`src/design/egcd_pkg.sv`:
```
// Package for the extended GCD block: widths, sequencer states and control structs.
package egcd_pkg;

   // Default operand width used inside the datapath
   localparam int DEF_WIDTH = 32;
   // Fixed port field widths
   localparam int OPND_BITS = 32;
   localparam int DIV_BITS  = 32;
   localparam int COEF_BITS = 33;

   typedef enum logic [1:0] {
      ST_IDLE,
      ST_ALIGN,
      ST_SUB,
      ST_DONE
   } egcd_state_type;

   // Status from the datapath to the sequencer
   typedef struct packed {
      logic req_valid;
      logic rsp_busy;
      logic b_zero;
      logic fits;
      logic k_zero;
      logic rem_zero;
   } egcd_stat_type;

   // Controls from the sequencer to the datapath
   typedef struct packed {
      logic idle;
      logic load;
      logic align_mode;
      logic shift;
      logic sub_step;
      logic final_step;
      logic out_write;
   } egcd_ctrl_type;

endpackage

```
`src/design/egcd_alu.sv`:
```
// Shared compare and subtract unit for the remainder and both coefficient accumulators.
module egcd_alu
   import egcd_pkg::*;
#(
   parameter int WIDTH = DEF_WIDTH
) (
   input  logic                    align_mode,
   input  logic [WIDTH-1:0]        rem,
   input  logic [WIDTH-1:0]        dvs,
   input  logic signed [WIDTH+1:0] coef_x,
   input  logic signed [WIDTH+1:0] shift_x,
   input  logic signed [WIDTH+1:0] coef_y,
   input  logic signed [WIDTH+1:0] shift_y,
   output logic                    fits,
   output logic [WIDTH-1:0]        rem_next,
   output logic signed [WIDTH+1:0] x_next,
   output logic signed [WIDTH+1:0] y_next
);

   logic [WIDTH:0] cmp_op;
   logic [WIDTH:0] rem_ext;

   // Compare the doubled divisor while aligning, the divisor itself while subtracting
   always_comb begin
      if (align_mode) begin
         cmp_op = {dvs, 1'b0};
      end else begin
         cmp_op = {1'b0, dvs};
      end
   end

   assign rem_ext = {1'b0, rem};
   assign fits    = (cmp_op <= rem_ext);

   // Subtract one quotient bit worth of divisor and coefficients
   always_comb begin
      if (fits) begin
         rem_next = rem - dvs;
         x_next   = coef_x - shift_x;
         y_next   = coef_y - shift_y;
      end else begin
         rem_next = rem;
         x_next   = coef_x;
         y_next   = coef_y;
      end
   end

endmodule

```
`config.mk`:
```
export PLATFORM = sky130hd
export DESIGN_NAME = egcd_alu
export DESIGN_NICKNAME = d
export VERILOG_FILES = /design/src/design/egcd_pkg.sv /design/src/design/egcd_alu.sv
export SDC_FILE = /design/constraint.sdc
export NUM_CORES = 1
export LEC_CHECK = 0
export ABC_AREA = 1
export ABC_CLOCK_PERIOD_IN_PS = 5050
export BUFFER_PORTS_ARGS = -buffer_cell sky130_fd_sc_hd__buf_2
export CORE_ASPECT_RATIO = 0.9
export CORE_MARGIN = 8
export CORE_UTILIZATION = 42
export DETAILED_ROUTE_END_ITERATION = 8
export PLACE_DENSITY = 0.68
export SLEW_MARGIN = 15
export SYNTH_ARGS = -nofsm -noshare
export SYNTH_HDL_FRONTEND = slang
export SYNTH_SLANG_ARGS = --single-unit
```
`constraint.sdc`:
```
create_clock -name vclk -period 5.05
set_input_delay 0.2525 -clock vclk [all_inputs]
set_output_delay 0.2525 -clock vclk [all_outputs]
set_load 0.02 [all_outputs]
```
== Yosys cells after proc, flatten, opt, wreduce, memory -nomap -nowiden ==
Cells that the tools add are included.
Storage, ports and cells
  register bits: 0
  output and inout port bits: 101
  bits of input ports: 201
  logic and storage cells: 8
Cells by class
  add/sub/neg operators: 3
  $lt $le $gt $ge: 1
  mux-type cells: 4
Operator list (number)
  34-bit 2-to-1 mux: 2
  34-bit subtractor: 2
  33-bit by 32-bit less-or-equal comparator with 1-bit output: 1
  33-bit 2-to-1 mux: 1
  32-bit 2-to-1 mux: 1
  32-bit subtractor: 1

== Depth between registers and ports, before layout ==
  depth after elaboration: 3
  mapped depth: 21

== Worst setup path before layout ==
No wires, ideal clock.
  kind: in2out
  from: in align_mode
  to: out rem_next[0]
  required time: 4.798 ns
  path slack: 2.388 ns
  data arrival time: 2.409 ns
  stages: 15
  path through: buf_6 clkbuf_1 nand2_1 o21ai_0 ha_1 nand2_1 nor3_2 nand2_1 nor3_2 nor2_1 nand2_1 nand2_1 buf_6 buf_2 o21ai_0
On the way
  cells in the longest elaborated chain, start to end: 3
Ends and longest elaborated chain
  from (decl): RTL line egcd_alu.sv:7  | input logic align_mode,
  33-bit 2-to-1 mux: RTL line egcd_alu.sv:25  | if (align_mode) begin
  33-bit by 32-bit less-or-equal comparator with 1-bit output: RTL line egcd_alu.sv:33  | assign fits = (cmp_op <= rem_ext);
  32-bit 2-to-1 mux: RTL line egcd_alu.sv:37  | if (fits) begin
  to (decl): RTL line egcd_alu.sv:15  | output logic [WIDTH-1:0] rem_next,
No other way between the ends.

== Final worst setup path ==
  from: in align_mode
  to: out y_next[27]
On the way
  cells in the longest elaborated chain, start to end: 3
Ends and longest elaborated chain
  33-bit 2-to-1 mux: RTL line egcd_alu.sv:25
  33-bit by 32-bit less-or-equal comparator with 1-bit output: RTL line egcd_alu.sv:33
  34-bit 2-to-1 mux: RTL line egcd_alu.sv:37
  to (decl): RTL line egcd_alu.sv:17  | output logic signed [WIDTH+1:0] y_next
No other way between the ends.

==> flow_metrics.tcl <==
set metrics [dict create \
    cp_data_required_time_ns 4.80 \
    die_area_um2 28400 \
    fin_setup_tns_ns 0 \
    period_needed_ns 3.72 \
    place_congestion 1.04 \
    overflow 0 \
    chipWidth_um 177 \
    critPathCaptureType "output port" \
    totalWireLength_um 38500 \
    worstHoldStart "coef_y[22]" \
    worstHoldPathCells 4 \
    wl_per_cell_um 14.8 \
    critical_path_class "input pin to output port" \
    grt_pass1_wl_um 61500 \
    rsz0062_at_grt "false" \
    power.total_w 0.00171 \
    first_iter_violations 859 \
    ant_nets 0 \
    grt_pass1_vias 12500 \
    outcome "finished, final reports clean" \
    num_vias 13000 \
    post-route-period-util_pct 73.7 \
    crit_buf_inv 3 \
    drt-pass1-iter-count 5 \
    arrival_ns 3.47 \
    crit_chain "buf_2 > o21ai_0 > ha_1 > nand2_1 > nor2_1 > nand4_1 > nor2_1 > nand3_1 > nand2_4 > buf_4 > nand3_1 > nand2_1 > buf_2" \
    cts_hold_buf 0 \
    core-area_um2 23100 \
    cp_slowest_cell "buf_4" \
    fmax_mhz 269 \
    crit_path_max_fanout 57 \
    antenna_found_initial 1 \
    synthesis.instances 2019 \
    post-dp-hpwl_um 34000 \
    drv_slew 0 \
    vdd_drop_max_mv 0.0822 \
    max_slew_margin_pct 46.3 \
    ys_warn_count 0 \
    drive_above_1_share_pct 13.7 \
    synthesis.nets 2352 \
    io_buffer_count 302 \
    maxCapViolCount 0 \
    post-route-util_pct 49.7 \
    synth_area_um2 9760 \
    synth.avg_cell_area_um2 4.83 \
    nNetsFinal 2632 \
    grtUsageTotal_pct 25.7 \
    worst_hold_slack_ns 0.841 \
    rows 53 \
    post-route-drc-count 0 \
    start_util_pct 42.3 \
    hold_end "y_next[22]" \
    die_y_um 161 \
    area_delta_synth_final_pct 17.5 \
    synth.distinct_cells 29 \
    pin_count 302 \
    post_cts_buffers 0 \
    power-per-cell-area_nw_per_um2 149 \
    finalSetupViolCount 0 \
    holdCritPathClass "input pin to output port" \
    regArea_um2 0 \
    worst_setup_path_start_kind "input pin" \
    yosysSeqAreaShare_pct 0 \
    clock_buffers 0 \
    viasPerCell 4.99 \
    n_sequential_cell 0 \
    hold_viol_final 0 \
    post_cts_resized 0 \
    cpPeakStageDelay_ns 0.52 \
    path_delay_family "simple AND/OR/NAND/NOR gates" \
    grt_start_max_net_pins 83 \
    leakage_nw 7.62 \
    worst_pin_slew_ns 0.798 \
]
## worst max path at each step
stage | startpoint | to | slack [ns] | cells past startpoint
3_5_place_dp | align_mode | y_next[27] | 1.28 | 13
3_3_place_gp | align_mode | y_next[27] | 1.27 | 13
5_1_grt | align_mode | y_next[27] | 1.01 | 18
2_1_floorplan | align_mode | rem_next[0] | 2.39 | 15
6_report | align_mode | y_next[27] | 1.33 | 13
4_1_cts | align_mode | y_next[27] | 1.28 | 13
## where the power goes
part / total [W] / internal [W] / switching [W]
registers: 0 / 0 / 0
clock network: 0.0000000000265 / 0.0000000000265 / 0
logic: 0.00171 / 0.000560 / 0.00115
## stage by stage
stage | area [um2] | instances | setup WS [ns]
final | 11500 | 2600 | 1.33
after global routing | 11500 | 2600 | 1.01
after CTS | 11500 | 2599 | 1.28
after detailed placement | 11500 | 2599 | 1.28
after global placement | 11500 | 2599 | 1.27
after floorplan | 9760 | 2019 | 2.39
## cells by family after synthesis
group	after synthesis	synth area share (%)
and+or+nand+nor	1188	49.0
buffers and inverters	441	18.2
AOI/OAI and AO/OA	206	11.0
adders and majority gates	132	17.2
xor gates and xnor gates	52	4.67
## worst min-delay path: stages
cell     delay [ns]
buf_2          0.09
nand2_1        0.05
nand2_1        0.05
buf_2          0.15
## placed cells by master (no fill, tap or decap), types with 2 or more instances in the layout
cell type	Yosys	final
a21o_1	7	7
a21oi_1	95	95
and2_1	2	2
buf_2	2	302
buf_4	10	4
fa_1	3	3
ha_1	129	129
inv_1	411	411
nand2_1	837	836
nand3_1	114	114
nand3b_1	17	17
nand4_1	23	23
nor2_1	169	169
nor3_1	19	19
nor3_2	2	2
o21ai_0	93	93
o21bai_1	10	10
xnor2_1	4	4
xor2_1	48	48
## cell usage after synthesis, drive strengths merged
| master | instances | area (um2) |
|---|---|---|
| xnor2 | 4 | 35.0 |
| nor3 | 21 | 115 |
| nand3b | 17 | 128 |
| o21ai | 94 | 470 |
| nor4 | 1 | 6.26 |
| ha | 129 | 1610 |
| and2 | 2 | 12.5 |
| clkbuf | 6 | 22.5 |
| a21oi | 95 | 475 |
| or2 | 1 | 6.26 |
| o21bai | 10 | 75.1 |
| fa | 3 | 60.1 |
| nand2 | 838 | 3150 |
| and3 | 1 | 6.26 |
| xor2 | 48 | 420 |
| buf | 22 | 198 |
| nand3 | 114 | 571 |
| nand4 | 23 | 144 |
| inv | 413 | 1560 |
| a21o | 7 | 52.6 |
| nor2 | 170 | 641 |
## metal layers
| metal | vias to the layer above | global-route usage [%] | share of wire [%] |
|---|---|---|---|
| met5 | - | 0 | 0 |
| met4 | 0 | 4.35 | 2.0 |
| met3 | 56 | 2.61 | 6.8 |
| met2 | 429 | 44.1 | 44 |
| met1 | 5747 | 34.4 | 47 |
| li1 | 6752 | - | - |
## cell type report
cell class / instances / area (um2)
Fill cell: 2779 / 11600
Multi-Input combinational cell: 1578 / 7990
Inverter: 413 / 1560
Timing Repair Buffer: 306 / 1540
Tap cell: 302 / 378
Antenna cell: 1 / 2.50
(Power assumes the default switching activity.)
