<file path="config.mk">
export PLATFORM = sky130hd
export DESIGN_NAME = egcd_ctrl
export DESIGN_NICKNAME = d
export VERILOG_FILES = /design/src/design/egcd_pkg.sv /design/src/design/egcd_ctrl.sv
export SDC_FILE = /design/constraint.sdc
export NUM_CORES = 1
export LEC_CHECK = 0
export ABC_AREA = 1
export BUFFER_PORTS_ARGS = -buffer_cell sky130_fd_sc_hd__clkbuf_2
export CAP_MARGIN = 20
export CORE_AREA = 2 2 39 41
export CTS_BUF_LIST = sky130_fd_sc_hd__clkbuf_16
export CTS_CLUSTER_DIAMETER = 50
export CTS_CLUSTER_SIZE = 16
export DETAILED_ROUTE_END_ITERATION = 10
export DIE_AREA = 0 0 41 43
export REMOVE_ABC_BUFFERS = 1
export SYNTH_ARGS = -nofsm -noshare
export SYNTH_HDL_FRONTEND = slang
export SYNTH_SLANG_ARGS = --single-unit
export TNS_END_PERCENT = 100
</file>
<file path="constraint.sdc">
create_clock -name clock -period 2 [get_ports clock]
set_input_delay 0.6 -clock clock [delete_from_list [all_inputs] [get_ports clock]]
set_output_delay 0.6 -clock clock [all_outputs]
set_load 0.005 [all_outputs]
</file>
<file path="src/design/egcd_pkg.sv">
// Package for the extended GCD block: widths, sequencer states and control structs.
package egcd_pkg;

   // Default operand width used inside the datapath
   localparam int DEF_WIDTH = 32;
   // Fixed port field widths
   localparam int OPND_BITS = 32;
   localparam int DIV_BITS  = 32;
   localparam int COEF_BITS = 33;

   typedef enum logic [1:0] {
      ST_IDLE,
      ST_ALIGN,
      ST_SUB,
      ST_DONE
   } egcd_state_type;

   // Status from the datapath to the sequencer
   typedef struct packed {
      logic req_valid;
      logic rsp_busy;
      logic b_zero;
      logic fits;
      logic k_zero;
      logic rem_zero;
   } egcd_stat_type;

   // Controls from the sequencer to the datapath
   typedef struct packed {
      logic idle;
      logic load;
      logic align_mode;
      logic shift;
      logic sub_step;
      logic final_step;
      logic out_write;
   } egcd_ctrl_type;

endpackage

</file>
<file path="src/design/egcd_ctrl.sv">
// Sequencer for the extended GCD block: load, align, subtract and deliver.
module egcd_ctrl
   import egcd_pkg::*;
(
   input  logic          clock,
   input  logic          reset,
   input  egcd_stat_type stat,
   output egcd_ctrl_type ctrl
);

   egcd_state_type state_ff;
   egcd_state_type state_in;

   // Advance the state
   always_ff @(posedge clock) begin
      if (reset) begin
         state_ff <= ST_IDLE;
      end else begin
         state_ff <= state_in;
      end
   end

   // Next state
   always_comb begin
      state_in = state_ff;
      unique case (state_ff)
         ST_IDLE: begin
            if (stat.req_valid) begin
               state_in = ST_ALIGN;
            end
         end
         ST_ALIGN: begin
            priority if (stat.b_zero) begin
               state_in = ST_DONE;
            end else if (!stat.fits) begin
               state_in = ST_SUB;
            end else begin
               state_in = ST_ALIGN;
            end
         end
         ST_SUB: begin
            if (stat.k_zero) begin
               if (stat.rem_zero) begin
                  state_in = ST_DONE;
               end else begin
                  state_in = ST_ALIGN;
               end
            end
         end
         ST_DONE: begin
            if (!stat.rsp_busy) begin
               state_in = ST_IDLE;
            end
         end
         default: state_in = ST_IDLE;
      endcase
   end

   // Outputs
   always_comb begin
      ctrl = '0;
      unique case (state_ff)
         ST_IDLE: begin
            ctrl.idle = 1'b1;
            ctrl.load = stat.req_valid;
         end
         ST_ALIGN: begin
            ctrl.align_mode = 1'b1;
            ctrl.shift      = !stat.b_zero && stat.fits;
         end
         ST_SUB: begin
            ctrl.sub_step   = 1'b1;
            ctrl.final_step = stat.k_zero;
         end
         ST_DONE: begin
            ctrl.out_write = !stat.rsp_busy;
         end
         default: ctrl = '0;
      endcase
   end

endmodule

</file>
After elaboration in Yosys (flattened, before gate mapping)
Index checks and enable logic that the tools add are counted.
{"block": "word_totals", "ff_bits": 2, "inputBits": 8, "output_inout_bits": 7}
{"block": "classes", "eq_ne": 6, "n_mux": 11, "reduce_logical": 5}
{"operator": "2-bit two-way mux", "n": 9}
{"operator": "2-bit case mux with 4 select lines", "n": 1}
{"operator": "2-bit inequality test (second input constant)", "n": 3}
{"operator": "2-bit == test (second input constant)", "n": 2}
{"operator": "3-bit AND reduction", "n": 1}
{"operator": "2-bit by 1-bit == test with 1-bit output (second input constant)", "n": 1}
{"operator": "1-bit zero test", "n": 2}
{"operator": "2-bit zero test", "n": 1}
{"operator": "1-bit logical AND", "n": 1}
{"operator": "1-bit two-way mux", "n": 1}

Longest topological paths before layout
Gate-level depths: netlist of the first run.
{"block": "logic_depth", "ltp_word": 3, "mapped_depth": 7, "depth_no_buf": 6}

Worst setup path before layout of the first run
OpenSTA, ideal clock, no wires.
{"block": "synth_timing", "path_type": "input port to output port", "from": "input stat[2] (netlist name)", "to": "output ctrl[3] (netlist name)", "arrival_ns": 0.823, "t_required_ns": 1.400, "setup_slack_ns": 0.577, "stages": 2, "cell_sequence": "inv_1 nor3_1"}
{"item": "from (decl)", "line": "egcd_ctrl.sv:7", "text": "input egcd_stat_type stat,"}
{"item": "to (decl)", "line": "egcd_ctrl.sv:8", "text": "output egcd_ctrl_type ctrl"}

==> results of run 1 <==
-- cells by family after synthesis --
family / Yosys count / share of synthesized area
simple gates: 24 / 0.561
compound gates: 1 / 0.0427
flops: 2 / 0.195
buf+inv: 9 / 0.201
-- cell usage after synthesis --
cell,count
nand3_1,3
buf_6,1
nor2_4,1
nor3_1,3
nand2_1,5
dfxtp_1,2
nand2_2,3
inv_2,1
nor2_2,1
o21ai_2,1
nor2_1,8
inv_1,7
-- cells in the final DEF (no fill, tap or decap) --
| master | n |
|---|---|
| nor2_1 | 8 |
| nand3_1 | 3 |
| inv_1 | 7 |
| clkbuf_2 | 14 |
| clkbuf_16 | 3 |
| inv_2 | 1 |
| nand2_2 | 3 |
| nor2_2 | 1 |
| nor3_1 | 3 |
| nand2_1 | 5 |
| nor2_4 | 1 |
| o21ai_2 | 1 |
| dfxtp_1 | 2 |
-- worst min-delay path by stage --
stage / cells after the start / end / slack (ps) / from
after floorplan: 4 / state_ff[0] / 650 / state_ff[1]
after global placement: 4 / state_ff[1] / 700 / state_ff[1]
after detailed placement: 4 / state_ff[1] / 700 / state_ff[1]
after CTS: 2 / state_ff[0] / 560 / reset
after global routing: 2 / state_ff[0] / 580 / reset
final: 2 / state_ff[0] / 560 / reset
-- through the flow --
step           setup slack (ps)  hold slack [ps]  cell area [um2]   util
3_3_place_gp                393              701              284  0.205
3_5_place_dp                373              702              284  0.205
6_report                    247              558              359  0.259
2_1_floorplan               577              655              194      -
5_1_grt                     180              577              359  0.259
4_1_cts                     237              561              359  0.259
-- layout make-up --
cell class | instances | area, um2
multi-input combinational | 25 | 124
timing repair buffer | 14 | 70.1
tap | 16 | 20.0
sequential | 2 | 40.0
inverter | 8 | 30.0
fill | 161 | 1020
clock buffer | 3 | 75.1
-- power groups by stage --
| stage | logic [uW] | clock network [uW] | registers, uW |
|---|---|---|---|
| CTS | 87.9 | 301 | 64.1 |
| global route | 95.5 | 310 | 66.5 |
| finish | 85.7 | 298 | 64.1 |
| global placement | 85.8 | 0 | 64.2 |
| detailed placement | 86.9 | 0 | 64.3 |
| floorplan | 55.5 | 0 | 61.3 |
-- critical path: stages (launching register included) --
cell and delay, ps:
dfxtp_1 530, nand2_2 130, nor3_1 140, clkbuf_2 140
-- per-layer routing --
metal,up-vias,track usage,part of all wire
met5,-,0,0
met4,0,0.0800,0.016
met3,2,0.0785,0.12
met2,9,0.0844,0.47
met1,105,0.0541,0.39
li1,138,-,-
==> metrics, run 1 <==
Crit. End Element=primary output; Tmin final=1750 ps; Slew Viols, Final=0; Power Dens Cells=1250 mW/mm2; fmax=0.571 GHz; status=complete, no violations; Total GRT Usage=0.0711; WL/cell=7.44 um; Peak VDD IR=0.352 mV; GR Overflow Total=0; CP Launch Point=state_ff[0]; Post-Route WL=506 um; # nets final=62; gpl congestion=0.634; PostCTS Resize Cnt=0; Reg clk slew, reported paths=30 ps; Sw Share=0.237; Area Growth Syn to Fin=75.0%; Ys Warns=0; Fin Setup TNS=0 ps; top post-synthesis cells by area=dfxtp_1 (20%), nor2_1 (15%), inv_1 (13%); DPL Wire Length=387 um; die width=41 um; n_diodes=0; Unique masters post-synth=12; post-synth top area share=0.195; Regs by FF count=state_ff: 2 flops; final hold vios=0; FF-to-FF path depth=5; CTS Hold Bufs=0; worst slew pin tran=370 ps; Crit Reg-Reg Endpoint=state_ff[1]; initial core utilization=0.148; RSZ-0062 raised after global routing=no; Ports=15; max FFs per register=2; skew final=1.86 ps; first-pass GRT wire length=703 um; Mapped Cells=36; synthesized area=205 um2; Rel. slew slack=0.753; startpoint types=flop; R2R Setup Slk=960 ps; vias in the first global route=192; cell taking the most area after synthesis=dfxtp_1; total power=447 uW; layout cells sized above 1=0.462; CTS root buf=clkbuf_16; CTS tree=done; Top reg by flops=state_ff; r2r startpoint=state_ff[0]; Yosys reg bits=2; Clk pwr share=0.665; vias per std cell=3.74; CTS buffer count=3; area of the core=0.00138 mm2; combinational power share=0.192; crit path max fanout=9; max-capacitance violation count=0; Flop pwr share=0.143; Internal=341 uW; sw power=106 uW; Period Utilization, post-route=0.876; via count=254; final setup fails=0; DRT Pass-1 Iters=2; CTS Sinks=2; Avg Inst Size Synth=5.70 um2; Seq/Total Area, Yosys=0.195; Lkg Pwr=0.000215 uW; worst hold path type=input port to flop; Worst Path Required=1400 ps; largest net degree at the start of global routing=10; H-tree depth=1; antenna violations before repair=0; Final ANT Viol Nets=0; critical path class=flop to primary output; CTS max path bufs=2; IO Port Bufs=14; final cell count without fillers=68; Post-CTS Setup Repair Bufs=0; row count=14; Worst EP arrival=1150 ps; die height=43 um; initial detailed-routing violation count=4; Cells after DPL=65; crit path to=ctrl[3]; DRC=0; total die area=0.00176 mm2; Worst-Skew Late Latency=220 ps
No activity file was read; power rests on OpenSTA's default activity.
==> run 2, diff against run 1 <==
CORE_AREA = 4 4 41 43   (was 2 2 39 41)
DIE_AREA = 0 0 45 47   (was 0 0 41 43)
==> run 2 against run 1 <==
Effect of this change: die area increased by 20%; core utilization increased by 1.6 points; critical path type unchanged; clock skew down 0.61 ps; count of clock-buffer cells in the layout unchanged; sequential share of layout area is essentially flat; critical path depth stayed put; wire length grew 10%.
==> metrics, run 2 (synthesis results as in run 1) <==
status=complete, no violations; most common cell after layout, fill and taps aside=clkbuf_2; Top reg by flops=state_ff; final cell count without fillers=67; total die area=0.00212 mm2; max-capacitance violation count=0; H-tree depth=1; die height=47 um; die width=45 um; final setup fails=0; most frequent cells in the layout=clkbuf_2 (14), nor2_1 (8), inv_1 (7); crit-path cells=nand2_2 > nor3_1 > clkbuf_2; skew final=1.25 ps; Period Utilization, post-route=0.890; CTS Hold Bufs=0; layout cells sized above 1=0.462; DRT Pass-1 Iters=2; Area Growth Syn to Fin=74.4%; vias per std cell=3.70; first-pass GRT wire length=945 um; PostCTS Resize Cnt=0; final worst setup slack=220 ps; CTS root buf=clkbuf_16; Reg clk slew, reported paths=30 ps; DPL Wire Length=444 um; largest net degree at the start of global routing=10; Regs by FF count=state_ff: 2 flops; fmax=0.562 GHz; final hold vios=0; Cells after DPL=64; worst slew pin tran=383 ps; total power=449 uW; CTS Sinks=2; startpoint types=flop; worst hold path type=input port to flop; max incr delay on CP=540 ps; Final ANT Viol Nets=0; initial core utilization=0.158; IO Port Bufs=14; row count=13; via count=248; Peak VDD IR=0.343 mV; CTS max path bufs=2; CTS tree=done; area of the core=0.00130 mm2; RSZ-0062 raised after global routing=no; WL/cell=8.33 um; Post-Route WL=558 um; n_diodes=0; DRC=0; Fin Setup TNS=0 ps; CTS buffer count=3; Slew Viols, Final=0; Worst-Skew Late Latency=220 ps; Power Dens Cells=1260 mW/mm2; Final Util=0.275; Total GRT Usage=0.0670; Rel. slew slack=0.744; # nets final=62; initial detailed-routing violation count=4; max FFs per register=2; Ports=15; dpl ws=370 ps; Lkg Pwr=0.000215 uW; gpl congestion=0.656; GR Overflow Total=0; crit path max fanout=9; Tmin final=1780 ps; Crit. End Element=primary output; critical path class=flop to primary output; vias in the first global route=253; Post-CTS Setup Repair Bufs=0; antenna violations before repair=0; slowest CP cell=dfxtp_1; Worst EP arrival=1180 ps; Worst Path Required=1400 ps
## run 2: cell counts in the layout (fill, tap and decap cells not counted)
No cell type changed its count.
## run 2: report_power, final
part	internal, uW	switching, uW	total [uW]
registers	47.2	16.6	63.9
clock network	254	44.5	299
logic	40.1	46.5	86.5
## run 2: routing by layer
layer | global-route usage | vias to the layer above | share of wire
met3 | 0.0345 | 0 | 0.088
met1 | 0.0633 | 101 | 0.40
met5 | 0 | - | 0
met2 | 0.102 | 7 | 0.51
met4 | 0.0702 | 0 | 0
li1 | - | 140 | -
## run 2: cell type report
cell class                 instances  area (um2)
inverter                           8        30.0
fill                             157         943
clock buffer                       3        75.1
multi-input combinational         25         124
sequential                         2        40.0
timing repair buffer              14        70.1
tap                               15        18.8
## run 2: through the flow
step	hold WS (ps)	instance area [um2]
2_1_floorplan	655	194
3_3_place_gp	695	283
3_5_place_dp	708	283
6_report	558	358
5_1_grt	589	358
4_1_cts	560	358
## run 2: worst paths after layout
path	start	endpoint	slack (ps)	cells after the start
worst max register to register	state_ff[0]	state_ff[1]	940	5
worst min register to register	state_ff[1]	state_ff[1]	700	4
worst max-delay path	state_ff[0]	ctrl[3]	220	3
worst min-delay path	reset	state_ff[0]	560	2
## run 2: critical path, delay by kind of cell, from the launching register on
kind | cells | cell delay, ps
flip-flops | 1 | 540
buffers and inverters | 1 | 140
AND/OR/NAND/NOR | 2 | 280
==> run 3, diff against run 2 <==
ABC_AREA = default   (was 1)
PLACE_DENSITY_LB_ADDON = 0.1   (was default)
==> run 3 against run 2 <==
Effect of this change: sequential power is 15% lower; clock power hardly changed; count of clock-buffer cells in the layout stayed put; largest cell class unchanged; synthesized area is 19% lower; highest routed layer unchanged; first-iteration DRC count is 75% lower; wire length is 15% lower; cell count is 24% lower; clock skew is 0.92 ps lower; synthesized cell count is 44% lower; core utilization is 3.0 points lower; non-clock buffer count stayed put; total power is 12% lower.
==> metrics, run 3 <==
status=complete, no violations; Fin Setup TNS=0 ps; first-pass GRT wire length=717 um; RSZ-0062 raised after global routing=no; post-synth top area share=0.241; vias in the first global route=191; Rel. slew slack=0.794; Worst EP arrival=1150 ps; IO Port Bufs=14; startpoint types=flop; largest net degree at the start of global routing=10; async set or reset register ratio after synthesis=0; Post-synth EDFFs=0; top post-synthesis cells by area=dfxtp_1 (24%), a211oi_2 (15%), nor2b_1 (11%); gpl congestion=0.654; Post-CTS Setup Repair Bufs=0; worst hold path type=input port to flop; Top FF cell, synth=dfxtp_1; Yosys reg bits=2; initial detailed-routing violation count=1; hold_sp=stat[2]; Period Utilization, post-route=0.876; area occupied by multi-input gates=115 um2; layout cells sized above 1=0.583; cell taking the most area after synthesis=dfxtp_1; n_diodes=0; Final Util=0.245; die height=47 um; Mapped Cells=20; crit path max fanout=9; Crit. End Element=primary output; hold path cells=2; Peak VDD IR=0.258 mV; most common cell after layout, fill and taps aside=clkbuf_2; final setup fails=0; Design Area, Final=319 um2; max FFs per register=2; DRT Pass-1 Iters=2; max-capacitance violation count=0; Avg Inst Size Synth=8.32 um2; Top reg by flops=state_ff; most frequent cells in the layout=clkbuf_2 (14), nor2b_1 (3), nor2_1 (3), clkbuf_16 (3); DRC=0; PostCTS Resize Cnt=0; Final ANT Viol Nets=0; Min-Delay Endpoint=state_ff[1]; Power Dens Cells=1240 mW/mm2; H-tree depth=1; top cells by count, synth=nor2_1 (3), nor2b_1 (3), a211oi_2 (2), and2_1 (2), dfxtp_1 (2); Regs by FF count=state_ff: 2 flops; die width=45 um; Flop pwr share=0.137; total die area=0.00212 mm2; Slew Viols, Final=0; WL/cell=9.29 um; Total GRT Usage=0.0528; CTS max path bufs=2; Post-DP Area=244 um2; FF-to-FF path depth=3; row count=13; CTS tree=done; Cells after DPL=48; final cell count without fillers=51; Area Growth Syn to Fin=91.7%; Clk pwr share=0.751; Worst Path Required=1400 ps; Unique masters post-synth=13; antenna violations before repair=0; GR Overflow Total=0; area of the core=0.00130 mm2; R2R Setup Slk=920 ps; CTS buffer count=3; fmax=0.571 GHz; critical path class=flop to primary output; CTS root buf=clkbuf_16; combinational power share=0.111; vias per std cell=3.69; Ports=15; Lkg Pwr=0.000155 uW; r2r startpoint=state_ff[1]; initial core utilization=0.128; synthesized area=166 um2; Worst-Skew Late Latency=220 ps; Tmin final=1750 ps; # fillers=147; CTS Sinks=2; Post-Route WL=474 um; Seq/Total Area, Yosys=0.241; via count=188; sw power=71.5 uW; # nets final=46; final hold vios=0; worst slew pin tran=308 ps; skew final=0.326 ps; Sw Share=0.181; Internal=323 uW; CTS Hold Bufs=0; Ys Warns=0; Crit Reg-Reg Endpoint=state_ff[0]; Reg area=40.0 um2; Reg clk slew, reported paths=30 ps
[run 3: changes by cell type after synthesis, moves of 2 or more]
cell	delta
nor3_1	-2
nand2_1	-5
nand2_2	-2
nand3_1	-3
inv_1	-7
nor2b_1	+3
and2_1	+2
a211oi_2	+2
nor2_1	-5
[run 3: power groups by stage]
stage                     Combinational, uW  Clock, uW  Sequential (uW)
after floorplan                        23.6          0             51.9
after global routing                   49.4        308             55.1
after global placement                 44.7          0             54.8
after CTS                              45.2        301             54.4
after detailed placement               45.0          0             54.8
final                                  43.9        296             54.2
[run 3: cell type report]
| cell class | instances | area share |
|---|---|---|
| Timing Repair Buffer | 14 | 0.220 |
| Sequential cell | 2 | 0.125 |
| Multi-Input combinational cell | 17 | 0.361 |
| Clock buffer | 3 | 0.235 |
| Tap cell | 15 | 0.0588 |
[run 3: cell families after synthesis]
logic type | share of synthesized area
and+or+nand+nor | 0.399
AOI/OAI and AO/OA | 0.293
DFF | 0.241
buffers and inverters | 0.0677
[run 3: metal layers]
layer  vias to the layer above  track usage  part of all wire
li1                        102            -                 -
met1                        81       0.0542              0.43
met2                         5       0.0678              0.53
met3                         0       0.0153             0.040
met4                         0       0.0877                 0
met5                         -            0                 0
[run 3: worst max-delay path by stage]
stage               slack, ps  endpoint   startpoint  cells past startpoint
floorplan                 510   ctrl[3]      stat[3]                      2
global placement          300   ctrl[3]      stat[3]                      4
detailed placement        290   ctrl[3]      stat[3]                      4
CTS                       240   ctrl[1]  state_ff[1]                      3
global route              200   ctrl[1]  state_ff[1]                      3
finish                    250   ctrl[1]  state_ff[1]                      3
[run 3: worst max-delay path, stage by stage (launching register included)]
cell	delay (ps)
dfxtp_1	490
nor2b_1	200
and2_1	140
clkbuf_2	100
[run 3: through the flow]
| stage | worst slack [ps] | hold WS [ps] | power [uW] |
|---|---|---|---|
| 3_3_place_gp | 302 | 623 | 99.6 |
| 6_report | 249 | 599 | 395 |
| 4_1_cts | 238 | 596 | 401 |
| 5_1_grt | 199 | 623 | 412 |
| 2_1_floorplan | 506 | 554 | 75.4 |
| 3_5_place_dp | 290 | 637 | 99.9 |
